--- src/hdl/id_table_insert_search_sort_defines.svh ---
// Assertion macros for the ID table block.
// Used by the top level; needs clk and rst_n in scope at the point of use.
`ifndef ID_TABLE_INSERT_SEARCH_SORT_DEFINES_SVH
`define ID_TABLE_INSERT_SEARCH_SORT_DEFINES_SVH

// Same-cycle implication, disabled while reset is asserted
`define IDT_ASSERT_NOW(label, ante, cons, msg) \
  label: assert property (@(posedge clk) disable iff (!rst_n) (ante) |-> (cons)) \
    else $error(msg);

// Next-cycle implication, disabled while reset is asserted
`define IDT_ASSERT_NEXT(label, ante, cons, msg) \
  label: assert property (@(posedge clk) disable iff (!rst_n) (ante) |=> (cons)) \
    else $error(msg);

`endif

--- src/hdl/idtbl_pkg.sv ---
// Shared types and codes for the ID table block.
// No dependencies; imported by idtbl_store and id_table_insert_search_sort.
package idtbl_pkg;

  typedef logic signed [31:0] id_t;

  // Operation codes carried in the kind field
  localparam logic [2:0] KIND_INSERT  = 3'd0;
  localparam logic [2:0] KIND_DELETE  = 3'd1;
  localparam logic [2:0] KIND_UPDATE  = 3'd2;
  localparam logic [2:0] KIND_SEARCH  = 3'd3;
  localparam logic [2:0] KIND_SORT    = 3'd4;
  localparam logic [2:0] KIND_DISPLAY = 3'd5;

  // Result status codes
  localparam logic [1:0] ST_OK       = 2'd0;
  localparam logic [1:0] ST_FULL     = 2'd1;
  localparam logic [1:0] ST_NOTFOUND = 2'd2;
  localparam logic [1:0] ST_EMPTY    = 2'd3;

  // Most results one display emits, and the width of the reported index
  localparam int MAX_RESULTS = 8;
  localparam int OUT_IDX_W   = 3;

endpackage

--- src/hdl/idtbl_store.sv ---
// Entry storage of the ID table: one write port, one read port, registered read data.
// Depends on idtbl_pkg for the entry type.
module idtbl_store import idtbl_pkg::*; #(
  parameter int DEPTH = 8,
  parameter int IW    = 3
) (
  input  logic          clk,
  input  logic          wr_en,
  input  logic [IW-1:0] wr_addr,
  input  id_t           wr_data,
  input  logic          rd_en,
  input  logic [IW-1:0] rd_addr,
  output id_t           rd_data
);

  id_t mem [DEPTH];
  id_t rd_data_r;

  // Write one entry per cycle
  always_ff @(posedge clk) begin
    if (wr_en) begin
      mem[wr_addr] <= wr_data;
    end
  end

  // Registered read; hold data between reads
  always_ff @(posedge clk) begin
    if (rd_en) begin
      rd_data_r <= mem[rd_addr];
    end
  end

  assign rd_data = rd_data_r;

endmodule

--- src/hdl/id_table_insert_search_sort.sv ---
// Table of up to DEPTH signed 32-bit IDs with a fill count; each item is one operation.
// Insert writes the entry when accepted, unless the table is full. Delete, update and search
// sweep the filled entries through the single read port, one entry a cycle, stopping at the
// first match where that applies. Display reads and emits one entry at a time, holding while
// the output register is busy (up to 8 results, last marked). Sort runs bubble passes over
// the table with one comparator, each pass one entry shorter. One item is in work at a time;
// the input stalls until its final result is in the output register.
// Entries are not cleared at reset; only filled entries are ever read.
`include "id_table_insert_search_sort_defines.svh"

module id_table_insert_search_sort import idtbl_pkg::*; #(
  parameter int DEPTH = 8
) (
  input  logic                 clk,
  input  logic                 rst_n,
  input  logic                 in_valid,
  output logic                 in_stall,
  input  logic [2:0]           in_kind,
  input  id_t                  in_id_value,
  input  id_t                  in_new_value,
  output logic                 out_valid,
  input  logic                 out_stall,
  output logic [1:0]           out_status,
  output logic [OUT_IDX_W-1:0] out_found_index,
  output id_t                  out_entry_value,
  output logic                 out_last
);

  localparam int CW = $clog2(DEPTH + 1);
  localparam int IW = $clog2(DEPTH);

  typedef enum logic [2:0] {
    S_IDLE, S_SCAN, S_SORT, S_TAIL, S_DREAD, S_DEMIT, S_DONE
  } state_t;

  state_t               state_r, state_nxt;
  logic [CW-1:0]        count_r, count_nxt;
  logic [CW-1:0]        lim_r, lim_nxt;
  logic [CW-1:0]        scan_r, scan_nxt;
  logic                 dv_r, dv_nxt;
  logic [IW-1:0]        dvi_r, dvi_nxt;
  logic [2:0]           kind_r, kind_nxt;
  id_t                  id_r, id_nxt;
  id_t                  new_r, new_nxt;
  logic                 any_r, any_nxt;
  id_t                  carry_r, carry_nxt;
  logic [1:0]           res_status_r, res_status_nxt;
  logic [OUT_IDX_W-1:0] res_idx_r, res_idx_nxt;
  logic                 out_valid_r, out_valid_nxt;
  logic [1:0]           out_status_r, out_status_nxt;
  logic [OUT_IDX_W-1:0] out_idx_r, out_idx_nxt;
  id_t                  out_value_r, out_value_nxt;
  logic                 out_last_r, out_last_nxt;

  logic          wr_en;
  logic [IW-1:0] wr_addr;
  id_t           wr_data;
  logic          rd_en;
  logic [IW-1:0] rd_addr;
  id_t           rd_data;

  logic          accept;
  logic          out_free;
  logic          full;
  logic          issue;
  logic          dv_last;
  logic          match;
  logic          gt;
  logic [CW-1:0] disp_n;

  idtbl_store #(.DEPTH(DEPTH), .IW(IW)) u_store (
    .clk     (clk),
    .wr_en   (wr_en),
    .wr_addr (wr_addr),
    .wr_data (wr_data),
    .rd_en   (rd_en),
    .rd_addr (rd_addr),
    .rd_data (rd_data)
  );

  // Handshake and status decode
  assign in_stall = (state_r != S_IDLE);
  assign accept   = in_valid && !in_stall;
  assign out_free = !out_valid_r || !out_stall;
  assign full     = (count_r == CW'(DEPTH));
  assign issue    = (scan_r < lim_r);
  assign dv_last  = ((CW'(dvi_r) + CW'(1)) == lim_r);
  assign match    = (rd_data == id_r);
  assign gt       = (carry_r > rd_data);
  assign disp_n   = (32'(count_r) > MAX_RESULTS) ? CW'(MAX_RESULTS) : count_r;

  // Next-state logic
  always_comb begin
    state_nxt      = state_r;
    count_nxt      = count_r;
    lim_nxt        = lim_r;
    scan_nxt       = scan_r;
    dv_nxt         = dv_r;
    dvi_nxt        = dvi_r;
    kind_nxt       = kind_r;
    id_nxt         = id_r;
    new_nxt        = new_r;
    any_nxt        = any_r;
    carry_nxt      = carry_r;
    res_status_nxt = res_status_r;
    res_idx_nxt    = res_idx_r;
    out_valid_nxt  = out_valid_r && out_stall;
    out_status_nxt = out_status_r;
    out_idx_nxt    = out_idx_r;
    out_value_nxt  = out_value_r;
    out_last_nxt   = out_last_r;
    wr_en          = 1'b0;
    wr_addr        = '0;
    wr_data        = '0;
    rd_en          = 1'b0;
    rd_addr        = scan_r[IW-1:0];

    unique case (state_r)
      S_IDLE: begin
        if (accept) begin
          kind_nxt    = in_kind;
          id_nxt      = in_id_value;
          new_nxt     = in_new_value;
          any_nxt     = 1'b0;
          scan_nxt    = '0;
          dv_nxt      = 1'b0;
          res_idx_nxt = '0;
          case (in_kind) inside
            KIND_INSERT: begin
              if (full) begin
                res_status_nxt = ST_FULL;
              end else begin
                wr_en          = 1'b1;
                wr_addr        = count_r[IW-1:0];
                wr_data        = in_id_value;
                count_nxt      = count_r + CW'(1);
                res_status_nxt = ST_OK;
                res_idx_nxt    = OUT_IDX_W'(count_r);
              end
              state_nxt = S_DONE;
            end
            KIND_DELETE, KIND_UPDATE, KIND_SEARCH: begin
              lim_nxt = count_r;
              if (count_r == '0) begin
                res_status_nxt = ST_NOTFOUND;
                state_nxt      = S_DONE;
              end else begin
                state_nxt = S_SCAN;
              end
            end
            KIND_SORT: begin
              lim_nxt = count_r;
              if (count_r <= CW'(1)) begin
                res_status_nxt = ST_OK;
                state_nxt      = S_DONE;
              end else begin
                state_nxt = S_SORT;
              end
            end
            KIND_DISPLAY: begin
              lim_nxt = disp_n;
              if (count_r == '0) begin
                res_status_nxt = ST_EMPTY;
                state_nxt      = S_DONE;
              end else begin
                state_nxt = S_DREAD;
              end
            end
            default: begin
              // drop unused operation codes
              state_nxt = S_IDLE;
            end
          endcase
        end
      end

      // Sweep filled entries for delete, update and search
      S_SCAN: begin
        rd_en   = issue;
        dv_nxt  = issue;
        dvi_nxt = scan_r[IW-1:0];
        if (issue) begin
          scan_nxt = scan_r + CW'(1);
        end
        if (dv_r) begin
          case (kind_r)
            KIND_DELETE: begin
              if (match) begin
                wr_en   = 1'b1;
                wr_addr = dvi_r;
                wr_data = '0;
                any_nxt = 1'b1;
              end
              if (dv_last) begin
                res_status_nxt = (any_r || match) ? ST_OK : ST_NOTFOUND;
                state_nxt      = S_DONE;
              end
            end
            KIND_UPDATE: begin
              if (match) begin
                wr_en          = 1'b1;
                wr_addr        = dvi_r;
                wr_data        = new_r;
                res_status_nxt = ST_OK;
                res_idx_nxt    = OUT_IDX_W'(dvi_r);
                state_nxt      = S_DONE;
              end else if (dv_last) begin
                res_status_nxt = ST_NOTFOUND;
                state_nxt      = S_DONE;
              end
            end
            default: begin
              if (match) begin
                res_status_nxt = ST_OK;
                res_idx_nxt    = OUT_IDX_W'(dvi_r);
                state_nxt      = S_DONE;
              end else if (dv_last) begin
                res_status_nxt = ST_NOTFOUND;
                state_nxt      = S_DONE;
              end
            end
          endcase
        end
      end

      // One bubble pass: carry the larger value, write back the smaller one
      S_SORT: begin
        rd_en   = issue;
        dv_nxt  = issue;
        dvi_nxt = scan_r[IW-1:0];
        if (issue) begin
          scan_nxt = scan_r + CW'(1);
        end
        if (dv_r) begin
          if (dvi_r == '0) begin
            carry_nxt = rd_data;
          end else begin
            wr_en     = 1'b1;
            wr_addr   = dvi_r - IW'(1);
            wr_data   = gt ? rd_data : carry_r;
            carry_nxt = gt ? carry_r : rd_data;
          end
          if (dv_last) begin
            dv_nxt    = 1'b0;
            state_nxt = S_TAIL;
          end
        end
      end

      // Write the pass maximum to the end and shorten the next pass
      S_TAIL: begin
        wr_en    = 1'b1;
        wr_addr  = IW'(lim_r - CW'(1));
        wr_data  = carry_r;
        lim_nxt  = lim_r - CW'(1);
        scan_nxt = '0;
        if (lim_r == CW'(2)) begin
          res_status_nxt = ST_OK;
          state_nxt      = S_DONE;
        end else begin
          state_nxt = S_SORT;
        end
      end

      S_DREAD: begin
        rd_en     = 1'b1;
        state_nxt = S_DEMIT;
      end

      // Emit one display item; hold while the output register is busy
      S_DEMIT: begin
        if (out_free) begin
          out_valid_nxt  = 1'b1;
          out_status_nxt = ST_OK;
          out_idx_nxt    = OUT_IDX_W'(scan_r);
          out_value_nxt  = rd_data;
          out_last_nxt   = ((scan_r + CW'(1)) == lim_r);
          if ((scan_r + CW'(1)) == lim_r) begin
            state_nxt = S_IDLE;
          end else begin
            scan_nxt  = scan_r + CW'(1);
            state_nxt = S_DREAD;
          end
        end
      end

      S_DONE: begin
        if (out_free) begin
          out_valid_nxt  = 1'b1;
          out_status_nxt = res_status_r;
          out_idx_nxt    = res_idx_r;
          out_value_nxt  = '0;
          out_last_nxt   = 1'b1;
          state_nxt      = S_IDLE;
        end
      end

      default: begin
        state_nxt = S_IDLE;
      end
    endcase
  end

  // State and registered outputs
  always_ff @(posedge clk) begin
    if (!rst_n) begin
      state_r     <= S_IDLE;
      count_r     <= '0;
      dv_r        <= 1'b0;
      out_valid_r <= 1'b0;
    end else begin
      state_r     <= state_nxt;
      count_r     <= count_nxt;
      dv_r        <= dv_nxt;
      out_valid_r <= out_valid_nxt;
    end
    lim_r        <= lim_nxt;
    scan_r       <= scan_nxt;
    dvi_r        <= dvi_nxt;
    kind_r       <= kind_nxt;
    id_r         <= id_nxt;
    new_r        <= new_nxt;
    any_r        <= any_nxt;
    carry_r      <= carry_nxt;
    res_status_r <= res_status_nxt;
    res_idx_r    <= res_idx_nxt;
    out_status_r <= out_status_nxt;
    out_idx_r    <= out_idx_nxt;
    out_value_r  <= out_value_nxt;
    out_last_r   <= out_last_nxt;
  end

  assign out_valid       = out_valid_r;
  assign out_status      = out_status_r;
  assign out_found_index = out_idx_r;
  assign out_entry_value = out_value_r;
  assign out_last        = out_last_r;

  // Checks on the table control
  `IDT_ASSERT_NOW(a_count_bound, 1'b1, count_r <= CW'(DEPTH), "fill count above depth")
  `IDT_ASSERT_NOW(a_port_conflict, wr_en && rd_en, wr_addr != rd_addr,
                  "read and write hit same entry")
  `IDT_ASSERT_NEXT(a_insert_count, accept && in_kind == KIND_INSERT && !full,
                   count_r == $past(count_r) + CW'(1), "insert did not advance count")

endmodule
--- config.mk ---
export PLATFORM = sky130hd
export DESIGN_NAME = id_table_insert_search_sort
export DESIGN_NICKNAME = d
export VERILOG_FILES = /design/src/hdl/idtbl_pkg.sv /design/src/hdl/idtbl_store.sv /design/src/hdl/id_table_insert_search_sort.sv
export VERILOG_INCLUDE_DIRS = /design/src /design/src/hdl
export SDC_FILE = /design/constraint.sdc
export NUM_CORES = 1
export LEC_CHECK = 0
export ABC_CLOCK_PERIOD_IN_PS = 6240
export BUFFER_PORTS_ARGS = -buffer_cell sky130_fd_sc_hd__buf_2
export CORE_MARGIN = 1
export CORE_UTILIZATION = 37
export DETAILED_ROUTE_END_ITERATION = 6
export GPL_ROUTABILITY_DRIVEN = 0
export HOLD_SLACK_MARGIN = 0.03
export SYNTH_ARGS = -nofsm -noshare
export SYNTH_HDL_FRONTEND = slang
export SYNTH_SLANG_ARGS = --single-unit
export TNS_END_PERCENT = 20
--- constraint.sdc ---
create_clock -name clk -period 6.24 [get_ports clk]
set_input_delay 0.312 -clock clk [delete_from_list [all_inputs] [get_ports clk]]
set_output_delay 0.312 -clock clk [all_outputs]
set_load 0.005 [all_outputs]
After elaboration in Yosys (flattened, before gate mapping)
Memory sizes are Yosys's and may differ from the RTL's. A register that Yosys moved wholly into a read port is not among the register bits.
Index checks and enable logic that the tools add are counted.

cells by class
  equal/unequal tests = 39
  reductions and logical operators = 33
  bitwise operators = 1
  mux-type cells = 108
  $lt $le $gt $ge = 4
  add/subtract/negate cells = 5

operators by type and width
  cell                                                             number
  32-bit two-way mux                                               13
  32-bit one-hot mux with 4 select lines                           1
  3-bit two-way mux                                                31
  32-bit one-hot mux with 2 select lines                           1
  4-bit two-way mux                                                10
  2-bit two-way mux                                                18
  32-bit == test                                                   1
  32-bit greater-than comparator                                   1
  2-bit != test, second input constant                             12
  1-bit two-way mux                                                21
  3-bit one-hot mux with 7 select lines                            1
  4-bit one-hot mux with 4 select lines                            1
  3-bit by 2-bit == test with 1-bit output, second input constant  5
  3-bit == test, second input constant                             5
  5-bit AND reduction                                              3
  3-bit one-hot mux with 2 select lines                            2
  3-bit one-hot mux with 4 select lines                            1
  5-bit by 4-bit != test with 1-bit output, second input constant  2
  10-bit AND reduction                                             1
  3-bit by 1-bit == test with 1-bit output, second input constant  3
  3-bit zero test                                                  3
  3-bit nonzero test                                               3
  4-bit by 1-bit adder with 4-bit output, second input constant    2
  4-bit == test                                                    2
  32 further kinds                                                 47

storage, ports and cells
  memories = 1
  memory bits (writable) = 256
  output and inout port bits = 40
  flip-flop bits (word level) = 163

memories
  name         words  width  read ports  clocked after memory_dff  wr ports  RTL line           RTL
  u_store.mem  8      32     1           1                         1         idtbl_store.sv:16  id_t mem [DEPTH];

Longest topological paths before layout
Gate-level depths: netlist (run 1).

  depth after elaboration = 8
  mapped depth = 11
  gate-level depth less buffers = 9

Cells and area by module
From an unflattened synthesis (run 1), not the netlist that was laid out.

unflattened totals
  cell total of the unflattened synthesis = 1,106
  area total of the unflattened synthesis = 19,149.6 sq um

modules (own cells, without submodules)
  module                       cells each  area an instance (sq um)  times used
  idtbl_store                  415         10,786.6                  1
  id_table_insert_search_sort  691         8,363.0                   1

Worst setup path after synthesis (run 1)
OpenSTA, ideal clock, no wires.

  path type = reg2reg
  start = register count_r[0]
  end = memory u_store.mem[4][0] (netlist bit), enable pin
  buffers on the path = 1
  cell stages (with the launch flop) = 10
  required time = 5.772 ns
  setup slack = 1.637 ns
  arrival = 4.135 ns
  cell sequence = dfxtp_1 inv_1 ha_1 nand2_1 o21ai_0 nor2_1 buf_2 a221oi_1 o21ai_1 nor3b_1

on the way
  word-level cells in the longest chain between the ends = 7
  elaborated cells between the ends (all ways) = 11

ends and longest elaborated chain
  item                                     RTL line                            RTL
  start, declared                          id_table_insert_search_sort.sv:37   logic [CW-1:0] count_r, count_nxt;
  start signal, assigned                   id_table_insert_search_sort.sv:313  count_r <= count_nxt;
  4-bit == test                            id_table_insert_search_sort.sv:85   assign full = (count_r == CW'(DEPTH));
  1-bit two-way mux                        id_table_insert_search_sort.sv:130  if (full) begin
  1-bit two-way mux                        id_table_insert_search_sort.sv:128  case (in_kind) inside
  1-bit two-way mux                        id_table_insert_search_sort.sv:120  if (accept) begin
  1-bit one-hot mux with 4 select lines    id_table_insert_search_sort.sv:118  unique case (state_r)
  1-bit two-way mux                        idtbl_store.sv:21                   if (wr_en) begin
  1-bit two-way mux (not written as such)  idtbl_store.sv:22                   mem[wr_addr] <= wr_data;
  end, declared                            idtbl_store.sv:16

Several ways; a longest one is shown, not always the timed one.

Final worst setup path (run 1)
  start = input in_kind[2]
  end = memory u_store.mem[6][2] (netlist bit), enable pin

on the way
  word-level cells in the longest chain between the ends = 6
  elaborated cells between the ends (all ways) = 9

ends and longest elaborated chain
  item                                     RTL line                            RTL
  start, declared                          id_table_insert_search_sort.sv:18   input logic [2:0] in_kind,
  3-bit zero test (no source line) (*)     --
  1-bit two-way mux                        id_table_insert_search_sort.sv:128
  1-bit two-way mux                        id_table_insert_search_sort.sv:120
  1-bit one-hot mux with 4 select lines    id_table_insert_search_sort.sv:118
  1-bit two-way mux                        idtbl_store.sv:21
  1-bit two-way mux (not written as such)  idtbl_store.sv:22

Mark *: on every way between the ends. The rest lies on a longest branch, timed or not.

==> results of run 1 <==
-- worst min-delay path by stage --
stage / startpoint / to / slack (ns) / depth (start not counted)
6_report: rst_n / state_r[2]$_SDFFE_PN0P_ / 0.07 / 2
5_1_grt: rst_n / state_r[2]$_SDFFE_PN0P_ / 0.06 / 2
4_1_cts: rst_n / state_r[2]$_SDFFE_PN0P_ / 0.03 / 2
3_5_place_dp: u_store.rd_data[7]$_DFFE_PP_ / carry_r[7]$_DFFE_PP_ / 0.48 / 0
3_3_place_gp: u_store.rd_data[29]$_DFFE_PP_ / carry_r[29]$_DFFE_PP_ / 0.48 / 0
2_1_floorplan: in_id_value[0] / id_r[0]$_DFFE_PP_ / 0.41 / 0
-- state kept, by name (all words and copies together) (netlist names), 2 cells and up --
signal / flops
carry_r: 32
count_r: 4
dvi_r: 3
id_r: 32
kind_r: 3
lim_r: 4
new_r: 32
out_entry_value: 32
out_found_index: 3
out_status: 2
res_idx_r: 3
res_status_r: 2
scan_r: 4
state_r: 3
u_store.mem: 256
u_store.rd_data: 32
-- metal layers --
metal | track usage (%) | wire, µm
met1 | 25.2 | 21500
met2 | 29.5 | 22800
met3 | 3.61 | 2800
met4 | 5.94 | 1090
met5 | 0 | 0
-- synthesized netlist by cell type, drive strengths merged, types with 3 or more instances --
library cell	n	area, µm²
mux2	37	420
and2	6	37.5
o22ai	6	37.5
nand3	6	30.0
nor2	30	113
xnor2	41	359
ha	46	576
clkbuf	34	128
or3	3	18.8
nand4	53	338
nand2b	7	43.8
nor2b	10	62.6
nor4	4	52.6
nor3b	3	22.5
a211oi	4	30.0
nor3	7	45.0
edfxtp	442	13300
a21oi	58	290
a31oi	3	18.8
nand2	37	139
o211ai	35	413
a21o	5	37.5
a21boi	6	45.0
buf	21	135
dfxtp	9	180
and3	6	37.5
inv	52	195
o21ai	20	100
a22oi	35	263
xor2	5	43.8
mux4	64	1440
-- power by group through the flow --
stage               logic [mW]  clock network (mW)  registers [mW]
CTS                       2.82                2.82            4.27
finish                    2.79                2.76            4.27
detailed placement        2.78                   0            4.33
global route              3.03                2.92            4.32
global placement          2.77                   0            4.32
floorplan                 1.91                   0            4.24
-- cell families (layout without fill, tap and decap cells) --
kind of cell               after synthesis  after routing  synth area share, %
AOI/OAI and AO/OA                      187            187                 7.23
xor gates and xnor gates                46             46                 2.10
adders and majority gates               46             46                 3.00
buffers and inverters                  107            341                 2.39
DFF                                    451            451                 70.2
muxes                                  103            103                 9.82
and+or+nand+nor                        180            180                 5.26
-- layout make-up --
class | instances | area (µm²)
fill | 4469 | 28400
sequential | 451 | 13500
multi-input combinational | 562 | 5340
timing repair buffer | 199 | 1390
clock buffer | 61 | 1340
tap | 680 | 851
clock inverter | 29 | 201
inverter | 52 | 196
-- through the flow --
stage / util (%) / hold slack (ns) / std cells / worst slack (ns)
3_5_place_dp: 40.2 / 0.483 / 1877 / 1.83
2_1_floorplan: - / 0.411 / 1120 / 1.64
5_1_grt: 44.5 / 0.0607 / 2034 / 1.48
4_1_cts: 44.5 / 0.0338 / 2034 / 1.86
6_report: 44.5 / 0.0699 / 2034 / 1.77
3_3_place_gp: 40.2 / 0.479 / 1877 / 1.95
==> qor.json, run 1 <==
{
  "clock_network": {
    "cts_tree": "built",
    "clock_tree.htree_level_count": 2,
    "cts-hold-fix-buffers": 67,
    "post-cts-setup-buffers": 0,
    "clock_tree_buf_depth": 3,
    "post_cts_resized": 0,
    "cts_inserted_buffers": 48,
    "clk_transition_reported_paths_ns": 0.06,
    "clock_latency_ns": 0.58,
    "clockRootBuffer": "clkbuf_16",
    "cts_num_sinks": 451
  },
  "final_layout": {
    "most-common-layout-cells": "442 x edfxtp_1, 110 x buf_2, 67 x dlygate4sd3_1",
    "total_inserted_antenna_cells": 0,
    "finalInstanceArea_um2": 22800,
    "layout_net_count": 1431,
    "area_delta_synth_final_pct": 18.8,
    "mostFrequentLayoutCell": "edfxtp_1",
    "final_layout_size_suffix_gt1_share_pct": 26.8
  },
  "power_and_ir_drop": {
    "p_int_mw": 6.66,
    "comb_power_share_pct": 28.4,
    "power.density_nw_per_um2": 432,
    "power.total_mw": 9.83,
    "power.sequential.fraction_pct": 43.5,
    "netSwitchingFraction_pct": 32.2,
    "cellLeakagePower_nw": 7.90,
    "ir_drop_v": 0.000226,
    "switching_power_mw": 3.17,
    "power_frac_clock_pct": 28.1
  },
  "floorplan": {
    "top_level_ports": 111,
    "dieHeight_um": 230,
    "die-area_um2": 52700,
    "floorplan.initialDensity_pct": 37.4,
    "core.rowCount": 83,
    "die_w_um": 230,
    "core_um2": 51200
  },
  "job": {
    "drv_cap": 0
  },
  "worst_hold_path": {
    "hold_class": "in2reg"
  },
  "grt": {
    "grt_pass1_vias": 10918,
    "grt_max_degree": 70,
    "grt_pass1_wl_um": 71000,
    "tot_gr_track_use_pct": 18.4,
    "antenna_found_initial": 0,
    "overflow": 0
  },
  "route": {
    "avgViaCountPerCell": 5.40,
    "dr.first_iter.drc_count": 1098,
    "first_pass_iters": 5,
    "final_antenna_net_count": 0,
    "routed_vias": 10988,
    "drt-wirelength-per-cell_um": 23.7,
    "totalWireLength_um": 48200,
    "route.detailed.drc": 0
  },
  "sta": {
    "setup_violations": 0,
    "finalCritPeriodShare_pct": 71.7,
    "setup_tns_ns": 0,
    "hold_violations": 0,
    "max_slew_violation_count": 0,
    "final.setup_skew_ns": 0.0210,
    "tightest_slew_ns": 1.20,
    "finalWorstPathRequiredPeriod_ns": 4.47,
    "slew_headroom_pct": 19.8,
    "grt_setup_unrepaired": "false",
    "fmax_mhz": 224
  },
  "critical_path": {
    "r2r_start": "count_r[0]$_SDFFE_PN0P_",
    "reg2reg_setup_slack_ns": 1.87,
    "critPathSlowestCell": "nor2_4",
    "critical_path.endpoint_type": "register",
    "worstReg2RegEnd": "u_store.mem[6][2]$_DFFE_PP_",
    "worst_path_maximum_fanout": 25,
    "number_of_buffers_and_inverters_on_the_critical_path": 4,
    "critical_path_class": "in2reg",
    "cp_cell_sequence": "dlygate4sd3_1 -> buf_2 -> nor3_1 -> o21ai_0 -> nor2_4 -> buf_4 -> a221oi_1 -> o21ai_1 -> nand2_1 -> nor2_4 -> buf_4",
    "setup.worst_path.start": "in_kind[2]",
    "cp.required_ns": 6.51,
    "worst-r2r-cell-count": 11,
    "worstSetupPathDepth": 11,
    "cp_data_arrival_time_ns": 4.74,
    "path_delay_family": "simple AND/OR/NAND/NOR gates",
    "setup.worst_path.end": "u_store.mem[6][2]$_DFFE_PP_",
    "timing.critical_path.from_type": "input pin",
    "cpPeakStageDelay_ns": 0.86
  },
  "logic_synthesis": {
    "syn_avg_cell_area_um2": 17.1,
    "postSynthNetCount": 1237,
    "ys.warnings.count": 0,
    "yosysUniqueCellTypes": 63,
    "synth-seq-area-share_pct": 70.2,
    "synthArstFlopShare_pct": 0,
    "synth-seq-cells": 451,
    "syn_inst": 1120,
    "synth_edf_count": 442,
    "synth.cell_area_um2": 19200,
    "synthFlopType": "edfxtp_1"
  },
  "placed_design": {
    "hpwlAfterDp_um": 30500,
    "portBuffers": 110,
    "placed_area_um2": 20600
  },
  "status": {
    "run_status": "finished clean"
  }
}
(Power assumes the default switching activity.)
==> run 2: changes to the inputs <==
Settings changed: ABC_CLOCK_PERIOD_IN_PS 6240 to 4200.
Clock period 6.24 ns to 4.2 ns, I/O delays scaled along.
==> qor.json, run 2 (same netlist as run 1, synthesis figures left out) <==
{
  "clock_network": {
    "clockRootBuffer": "clkbuf_16",
    "clock_tree.htree_level_count": 2,
    "cts_num_sinks": 451,
    "clk_transition_reported_paths_ns": 0.06,
    "post_cts_resized": 0,
    "clock_tree_buf_depth": 3,
    "cts_tree": "built",
    "cts_inserted_buffers": 48,
    "clock_latency_ns": 0.59
  },
  "critical_path": {
    "cp_data_arrival_time_ns": 4.21,
    "r2r_start": "u_store.rd_data[15]$_DFFE_PP_",
    "path_delay_family": "simple AND/OR/NAND/NOR gates",
    "critPathSlowestCell": "o21ai_1",
    "cp_cell_sequence": "xnor2_1 -> nand4_1 -> nor4_2 -> nand4_1 -> o21ai_1 -> nor3b_2 -> buf_12",
    "reg2reg_setup_slack_ns": 0.25,
    "cpPeakStageDelay_ns": 0.78,
    "critical_path.endpoint_type": "register",
    "setup.worst_path.start": "u_store.rd_data[15]$_DFFE_PP_",
    "worst_path_maximum_fanout": 32,
    "number_of_buffers_and_inverters_on_the_critical_path": 1,
    "cp.required_ns": 4.46,
    "timing.critical_path.from_type": "register",
    "critical_path_class": "reg2reg",
    "crit_top_cell": "nand4_1"
  },
  "placed_design": {
    "place_ws_ns": 0.288,
    "portBuffers": 110,
    "hpwlAfterDp_um": 30500,
    "placed_area_um2": 20700,
    "placedCellCount": 1884
  },
  "sta": {
    "finalCritPeriodShare_pct": 94.0,
    "postLayoutSetupSlackWorst_ns": 0.252,
    "fmax_mhz": 253,
    "grt_setup_unrepaired": "false",
    "max_slew_violation_count": 0,
    "worst_hold_slack_after_final_layout_ns": 0.267,
    "tightest_slew_ns": 1.08,
    "hold_violations": 0,
    "slew_headroom_pct": 28.3,
    "finalWorstPathRequiredPeriod_ns": 3.95,
    "final.setup_skew_ns": 0.0308,
    "setup_tns_ns": 0,
    "setup_violations": 0
  },
  "route": {
    "dr.first_iter.drc_count": 1125,
    "drt-wirelength-per-cell_um": 24.4,
    "totalWireLength_um": 49700,
    "routed_vias": 11008,
    "first_pass_iters": 5,
    "avgViaCountPerCell": 5.40,
    "route.detailed.drc": 0,
    "final_antenna_net_count": 0
  },
  "final_layout": {
    "most-common-layout-cells": "442 x edfxtp_1, 110 x buf_2, 69 x dlygate4sd3_1",
    "finalInstanceArea_um2": 22900,
    "total_inserted_antenna_cells": 0,
    "area_delta_synth_final_pct": 19.4,
    "mostFrequentLayoutCell": "edfxtp_1",
    "layout.cells.non_filler": 2039,
    "registers.top_by_ff_count": "u_store.mem",
    "layout_net_count": 1440,
    "final_layout_size_suffix_gt1_share_pct": 26.5,
    "largest_reg_flops": 256,
    "final_core_util_pct": 44.7
  },
  "power_and_ir_drop": {
    "power.density_nw_per_um2": 638,
    "power.total_mw": 14.6,
    "ir_drop_v": 0.000380,
    "cellLeakagePower_nw": 7.93
  },
  "grt": {
    "grt_pass1_vias": 11258,
    "grt_pass1_wl_um": 73600,
    "overflow": 0,
    "tot_gr_track_use_pct": 19.0,
    "antenna_found_initial": 1,
    "grt_max_degree": 66
  },
  "floorplan": {
    "top_level_ports": 111,
    "dieHeight_um": 230,
    "core_um2": 51200,
    "die_w_um": 230,
    "die-area_um2": 52700,
    "core.rowCount": 83,
    "floorplan.initialDensity_pct": 37.4
  },
  "worst_hold_path": {
    "hold_path.startpoint": "in_valid",
    "hold_class": "in2reg"
  },
  "status": {
    "run_status": "finished clean"
  },
  "job": {
    "drv_cap": 0
  }
}
-- run 2: final cells by class --
class | instances | area, µm²
Sequential cell | 451 | 13500
Clock inverter | 22 | 215
Clock buffer | 64 | 1260
Fill cell | 4459 | 28300
Multi-Input combinational cell | 562 | 5350
Inverter | 52 | 196
Timing Repair Buffer | 208 | 1560
Tap cell | 680 | 851
-- run 2: path summary, 6_finish.rpt --
kind | endpoint | depth (start not counted)
hold reg to reg | carry_r[10]$_DFFE_PP_ | 0
setup / recovery | u_store.mem[2][8]$_DFFE_PP_ | 7
hold / removal | res_status_r[1]$_DFFE_PP_ | 5
setup reg to reg | u_store.mem[2][8]$_DFFE_PP_ | 7
-- run 2: report_power, final --
part | switching [mW] | internal, mW | leakage [nW]
Clock | 1.73 | 2.30 | 0.714
Sequential | 0.402 | 5.95 | 4.23
Combinational | 2.61 | 1.62 | 2.98
-- run 2: metal layers --
layer | vias up | global-route usage (%) | wire length, µm
met5 | - | 0 | 0
li1 | 4895 | - | -
met1 | 5633 | 25.4 | 21200
met4 | 0 | 5.63 | 1290
met3 | 80 | 3.91 | 2950
met2 | 400 | 31.3 | 24200
-- run 2: what timing repair did --
action / CTS / global route
hold endpoints to repair: 76 / 0
buffers inserted: 0 / 0
hold buffers: 69 / 0
-- run 2: worst register-to-register path, cell delays in order, from the launching register on --
cell,delay [ns]
edfxtp_1,0.42
xnor2_1,0.48
nand4_1,0.26
nor4_2,0.73
nand4_1,0.27
o21ai_1,0.78
nor3b_2,0.37
buf_12,0.30
